File: src/hdl/easi_pkg.sv
// shared types, constants and the tanh table for the adaptive separation block
package easi_pkg;

	localparam int CH = 4;
	localparam int CW = (CH > 1) ? $clog2(CH) : 1;
	localparam int XW = 16;
	localparam int BW = 32;
	localparam int AW = 64;
	localparam int SW = 4;
	localparam logic [SW-1:0] STEP_SHIFT_RST = 4'd9;
	localparam logic signed [BW-1:0] ONE_Q24 = 32'sd16777216;
	localparam int TANH_PTS = 17;

	typedef enum logic [2:0] {
		ST_COLLECT,
		ST_YMAC,
		ST_YOUT,
		ST_GY,
		ST_VMAC,
		ST_UMAC,
		ST_UFIN,
		ST_COPY
	} state_t;

	typedef enum logic [1:0] {
		VT_YY,
		VT_GY,
		VT_YG
	} vterm_t;

	// tanh at 0, 0.5, ... 8.0 in q3.12
	function automatic logic [12:0] tanh_tab(input logic [4:0] idx);
		logic [12:0] r;
		case (idx)
			5'd0: r = 13'd0;
			5'd1: r = 13'd1893;
			5'd2: r = 13'd3119;
			5'd3: r = 13'd3707;
			5'd4: r = 13'd3949;
			5'd5: r = 13'd4041;
			5'd6: r = 13'd4076;
			5'd7: r = 13'd4089;
			5'd8: r = 13'd4093;
			5'd9: r = 13'd4095;
			default: r = 13'd4096;
		endcase
		return r;
	endfunction

endpackage

File: src/hdl/easi_gtanh.sv
// g(y) = -tanh(y) by table lookup with linear interpolation
module easi_gtanh
	import easi_pkg::*;
(
	input  logic signed [XW-1:0] y,
	output logic signed [XW-1:0] g
);

	logic [16:0]        mag;
	logic [4:0]         idx;
	logic [10:0]        frac;
	logic [12:0]        t_lo;
	logic [12:0]        t_hi;
	logic [12:0]        diff;
	logic [24:0]        prod;
	logic [12:0]        t;

	always_comb begin
		mag  = y[XW-1] ? 17'(-$signed({y[XW-1], y})) : 17'({1'b0, y});
		idx  = mag[15:11] | {mag[16], 4'd0};
		frac = mag[10:0];
		t_lo = tanh_tab(idx);
		t_hi = tanh_tab(5'(idx + 5'd1));
		diff = t_hi - t_lo;
		prod = 25'(diff) * 25'(frac) + 25'd1024;
		if (idx >= 5'(TANH_PTS - 1)) begin
			t = 13'd4096;
		end else begin
			t = t_lo + 13'(prod >> 11);
		end
		g = y[XW-1] ? XW'($signed({3'b000, t})) : XW'(-$signed({3'b000, t}));
	end

endmodule

File: config.mk
export PLATFORM = sky130hd
export DESIGN_NAME = easi_gtanh
export DESIGN_NICKNAME = d
export VERILOG_FILES = /design/src/hdl/easi_pkg.sv /design/src/hdl/easi_gtanh.sv
export SDC_FILE = /design/constraint.sdc
export NUM_CORES = 1
export LEC_CHECK = 0
export ABC_AREA = 1
export BUFFER_PORTS_ARGS = -buffer_cell sky130_fd_sc_hd__buf_2
export CORE_UTILIZATION = 41
export DETAILED_ROUTE_END_ITERATION = 10
export SYNTH_ARGS = -nofsm -noshare
export SYNTH_HDL_FRONTEND = slang
export SYNTH_SLANG_ARGS = --single-unit
export TNS_END_PERCENT = 100
File: constraint.sdc
create_clock -name vclk -period 10.3
set_clock_uncertainty 0.2 [all_clocks]
set_input_delay 0.515 -clock vclk [all_inputs]
set_output_delay 0.515 -clock vclk [all_outputs]
set_load 0.02 [all_outputs]
After elaboration in Yosys (flattened, before gate mapping)
Memories as Yosys holds them, arrays and structs flattened.
Cells that the tools add are included.
{ "word_totals": {"word_cells": 16, "latchBits": 0, "reg_bits": 0, "romBits": 416, "out_inout_bits": 16, "ram_bits": 0, "n_memories": 2, "in_bits": 16} }
{ "mem_list": {"columns": ["memory", "words", "word_bits", "read_ports", "rd_ports_with_merged_regs", "wr", "line_no", "rtl"], "rows": [
  ["(no name shown)", 16, 13, 1, 0, 0, "easi_pkg.sv:34", "case (idx)"],
  ["(no name shown)", 16, 13, 1, 0, 0, "easi_pkg.sv:34", null]
]} }
{ "op_classes": {"muxes": 5, "bitwise": 1, "shift": 0, "add_sub_neg": 6, "n_eq_ne": 0, "n_reduce_logical": 0, "n_div": 0, "n_mul": 1, "order_cmp": 1} }
{ "op_table": {"columns": ["operator", "count"], "rows": [
  ["$mux W13", 3],
  ["$add A24 B11 Y24 const B", 1],
  ["$mul A13 B11 Y24", 1],
  ["$mux W17", 1],
  ["$neg A16 Y17", 1],
  ["$mux W16", 1],
  ["$neg A13 Y16", 1],
  ["$add A13 B13 Y13", 1],
  ["$sub A13 B13 Y13", 1],
  ["$add A5 B1 Y5 const B", 1],
  ["$ge A5 B5 Y1 const B", 1],
  ["$or A5 B5 Y5", 1]
]} }

Longest topological paths before layout
An unclocked memory read counts as a cell.
{ "depth": {"depth_word": 13, "ltp_mapped": 65} }

Worst setup path before layout
No wires, ideal clock.
{ "synth_path": {"path_kind": "input port to output port", "from": "in y[0]", "to": "out g[14]", "arrival_time_ns": 9.598, "path_buffers": 3, "slack_ns": -0.013, "stages": 58, "path_cell_list": "inv_2 -> clkbuf_1 -> ha_1 -> nand3_2 -> o21ai_4 -> nand2_1 -> nand2_2 -> nand2_4 -> ha_1 -> inv_1 -> nand3_1 -> nand2_1 -> inv_1 -> a21oi_1 -> o211ai_1 -> nand3_1 -> ha_1 -> inv_1 -> [... 22 more ...] -> o21bai_1 -> nand3_1 -> nand2_1 -> nand4_1 -> nand2_1 -> xor2_1 -> ha_1 -> inv_1 -> o21ai_0 -> a21oi_1 -> nand3_1 -> nand2_1 -> nand3_1 -> nand2_1 -> inv_1 -> nand2_1 -> nand2_2 -> a31oi_1"} }
{ "synth_via": {"elab_chain_len": 13} }
{ "synth_rtl": {"columns": ["element", "line_no", "rtl"], "rows": [
  ["start, declared", "easi_gtanh.sv:5", "input logic signed [XW-1:0] y,"],
  ["$neg A16 Y17", "easi_gtanh.sv:19", "mag = y[XW-1] ? 17'(-$signed({y[XW-1], y})) : 17'({1'b0, y});"],
  ["$mux W17 *", "easi_gtanh.sv:19", null],
  ["$or A5 B5 Y5", "easi_gtanh.sv:20", "idx = mag[15:11] | {mag[16], 4'd0};"],
  ["$add A5 B1 Y5", "easi_gtanh.sv:23", "t_hi = tanh_tab(5'(idx + 5'd1));"],
  ["$mem_v2 Z16 W13", null, null],
  ["$mux W13", "easi_pkg.sv:34", null],
  ["$sub A13 B13 Y13", "easi_gtanh.sv:24", "diff = t_hi - t_lo;"],
  ["$mul A13 B11 Y24", "easi_gtanh.sv:25", "prod = 25'(diff) * 25'(frac) + 25'd1024;"],
  ["$add A24 B11 Y24", "easi_gtanh.sv:25", null],
  ["$add A13 B13 Y13", "easi_gtanh.sv:29", "t = t_lo + 13'(prod >> 11);"],
  ["$mux W13 *", "easi_gtanh.sv:26", "if (idx >= 5'(TANH_PTS - 1)) begin"],
  ["$neg A13 Y16 *", "easi_gtanh.sv:31", "g = y[XW-1] ? XW'($signed({3'b000, t})) : XW'(-$signed({3'b000, t}));"],
  ["$mux W16 *", "easi_gtanh.sv:31", null],
  ["end, declared", "easi_gtanh.sv:6", "output logic signed [XW-1:0] g"]
]} }
Mark *: on every way between the ends. The rest lies on a longest branch, timed or not.

Worst setup path after layout
Ends and elaborated chain as after synthesis.

==> summary.md <==
| Metric | Value |
|---|---|
| Register cell area after layout | 0 um^2 |
| Compound-Gate Fraction of Synth Area | 0.0786 |
| Hold-fix buffers at CTS | 0 |
| CP max stage delay | around 0.55 ns |
| Antenna diode instance count | 0 |
| Filler Cell Count | ~1.6k |
| Most common cell after layout, fill and taps aside | buf_4 |
| Simple-Gate Fraction of Synth Area | 0.302 |
| Die Ht | 135 um |
| Total Nets Final | ~1.5k |
| Xor and xnor fraction of the mapped netlist area | 0.0437 |
| Die ar. | 18,100 um^2 |
| Mapped Avg Cell Area | roughly 6.9 um^2 |
| Mapped Area | between 7000 and 8000 um^2 |
| Outcome | finished, final reports clean |
| Leading post-synthesis cells by cell area | fa_1 27%, ha_1 17%, nand2_1 11%, inv_1 11%, nor2_1 6.7% |
| Unrepaired setup endpoints after global routing | yes |
| Gr ovfl total | 0 |
| # clk buffers | 0 |
| Min-Delay Path Class | input port to output pin |
| Number of global-route vias before repair | around 7.2k |
| GPL Wtd Cong | ~0.89 |
| Syn-to-layout area delta | 39.7% |
| Seq cells | 0 |
| Post-route ant nets | 0 |
| Detailed Route WL | between 20,000 and 25,000 um |
| Via density per instance | between 4 and 5 |
| Max-cap viol count | 0 |
| Vias after detailed routing | 7,321 |
| Final setup margin | approximately 0.16 ns |
| GRT Util Overall | 0.237 |
| Adder-Cell Fraction of Synth Area | 0.447 |
| Drt wl/cell | 14.5 um |
| Hold Fails Final Rpt | 0 |
| Final Critical Period | just over 10 ns |
| Placed cells | around 1.5k |
| Worst setup SP type | input port |
| Crit path DAT | 9.42 ns |
| Cell count after synthesis | about 1.0k |
| Fin. max-slew vios | 0 |
| Cell taking the most area after synthesis | fa_1 |
| Fmax | ~99 MHz |
| Critical Path End Type | output pin |
| Non-Filler Instances | between 1k and 1.5k |
| Worst Path Max Fanout | 7 |
| Final setup violation count | 0 |
| Mux cell area share after synthesis | 0 |
| Die extent in x | about 130 um |
| DP Worst Slack | -0.274 ns |
| Commonest non-fill, non-tap cells in the layout | 194 x buf_4, 192 x inv_1, 168 x nand2_1, 110 x nor2_1, 97 x fa_1 |
| Required @ worst endpoint | around 9.6 ns |
| Seq/Total Area, Yosys | 0 |
| Synth top area share | 0.275 |
| Drt first pass iters | 5 |
| Ys Warns | 0 |
| Boundary Pins | 32 |
| Main combinational cell family by area after synthesis | adder cells |
| Drt initial violations | between 300 and 400 |
| Rel. slew slack | 0.566 |
| Largest net degree at the start of global routing | 17 |
| Number of remaining DRC errors | 0 |
| Synth cell types | 42 |
| Core ar. | ~17,000 um^2 |
| Syn_nets | roughly 1.3k |
| Post-DP HPWL | 18,000 um |
| Crit share post-route | 0.984 |
| Critical path's slowest cell | fa_1 |
| Share of layout cells above drive strength 1 | 0.371 |
| Worst slew pin tran | 0.649 ns |
| IO buf count | 32 |
| Critical setup path kind | input port to output pin |
| Row cnt | 48 |
| First-pass GRT wire length | approximately 35,000 um |
| Initial core utilization | 0.418 |
| Initial antenna violation count | 0 |
## routing by layer
layer | part of all wire | up-vias | track usage
li1 | - | 3675 | -
met1 | 0.47 | 3471 | 0.330
met2 | 0.48 | 145 | 0.402
met3 | 0.035 | 30 | 0.0176
met4 | 0.024 | 0 | 0.0506
met5 | 0 | - | 0
## cell families (layout without fill, tap and decap cells)
family                     count (synthesis)  count (layout)
xor gates and xnor gates                  33              33
buffers and inverters                    242             460
AOI/OAI and AO/OA                         97              97
and+or+nand+nor                          479             479
adders and majority gates                198             198
## critical path, delay by kind of cell
family          cells  cell delay [ns]
fa+ha+maj          10             3.67
compound gates     10             1.86
simple gates       19             1.81
buf+inv            14             1.27
xor+xnor            2             0.31
## per-stage QoR
step / utilization / cell area, um^2 / hold WS [ns] / setup TNS, ns
6_report: 0.584 / 10100 / 1.53 / 0
5_1_grt: 0.584 / 10100 / 1.55 / -2.07
4_1_cts: 0.524 / 9030 / 1.52 / 0
3_5_place_dp: 0.516 / 8890 / 1.51 / -1.57
3_3_place_gp: 0.516 / 8890 / 1.51 / -1.18
2_1_floorplan: - / 7210 / 1.28 / 0
## synth_stat cells, drive strengths merged, types with 5 or more instances
master	n
o21ai	33
clkbuf	11
nand2	234
nand4	9
nor3	9
a21oi	42
xor2	23
xnor2	10
nor2	149
a31oi	5
ha	99
nand3	67
inv	223
fa	99
## layout make-up
type	count	area, um^2	share of cell area
Multi-Input combinational cell	807	7140	0.709
Timing Repair Buffer	233	1780	0.177
Inverter	227	873	0.0867
Tap cell	225	282	0.0280
## worst paths after layout
kind | to | slack [ns] | depth (start not counted) | start
worst min-delay path | g[14] | 1.53 | 4 | y[15]
worst max-delay path | g[14] | 0.16 | 55 | y[0]
## timing repair
| item | CTS | global route |
|---|---|---|
| cloned | 0 | 0 |
| setup buffers | 3 | 26 |
| gates resized for setup | 29 | 227 |
| pin swaps | 11 | 135 |
| setup endpoints to repair | 11 | 14 |
Power is not shown: default switching activity piles up to over one toggle a cycle in this logic, so the estimate is an artifact.
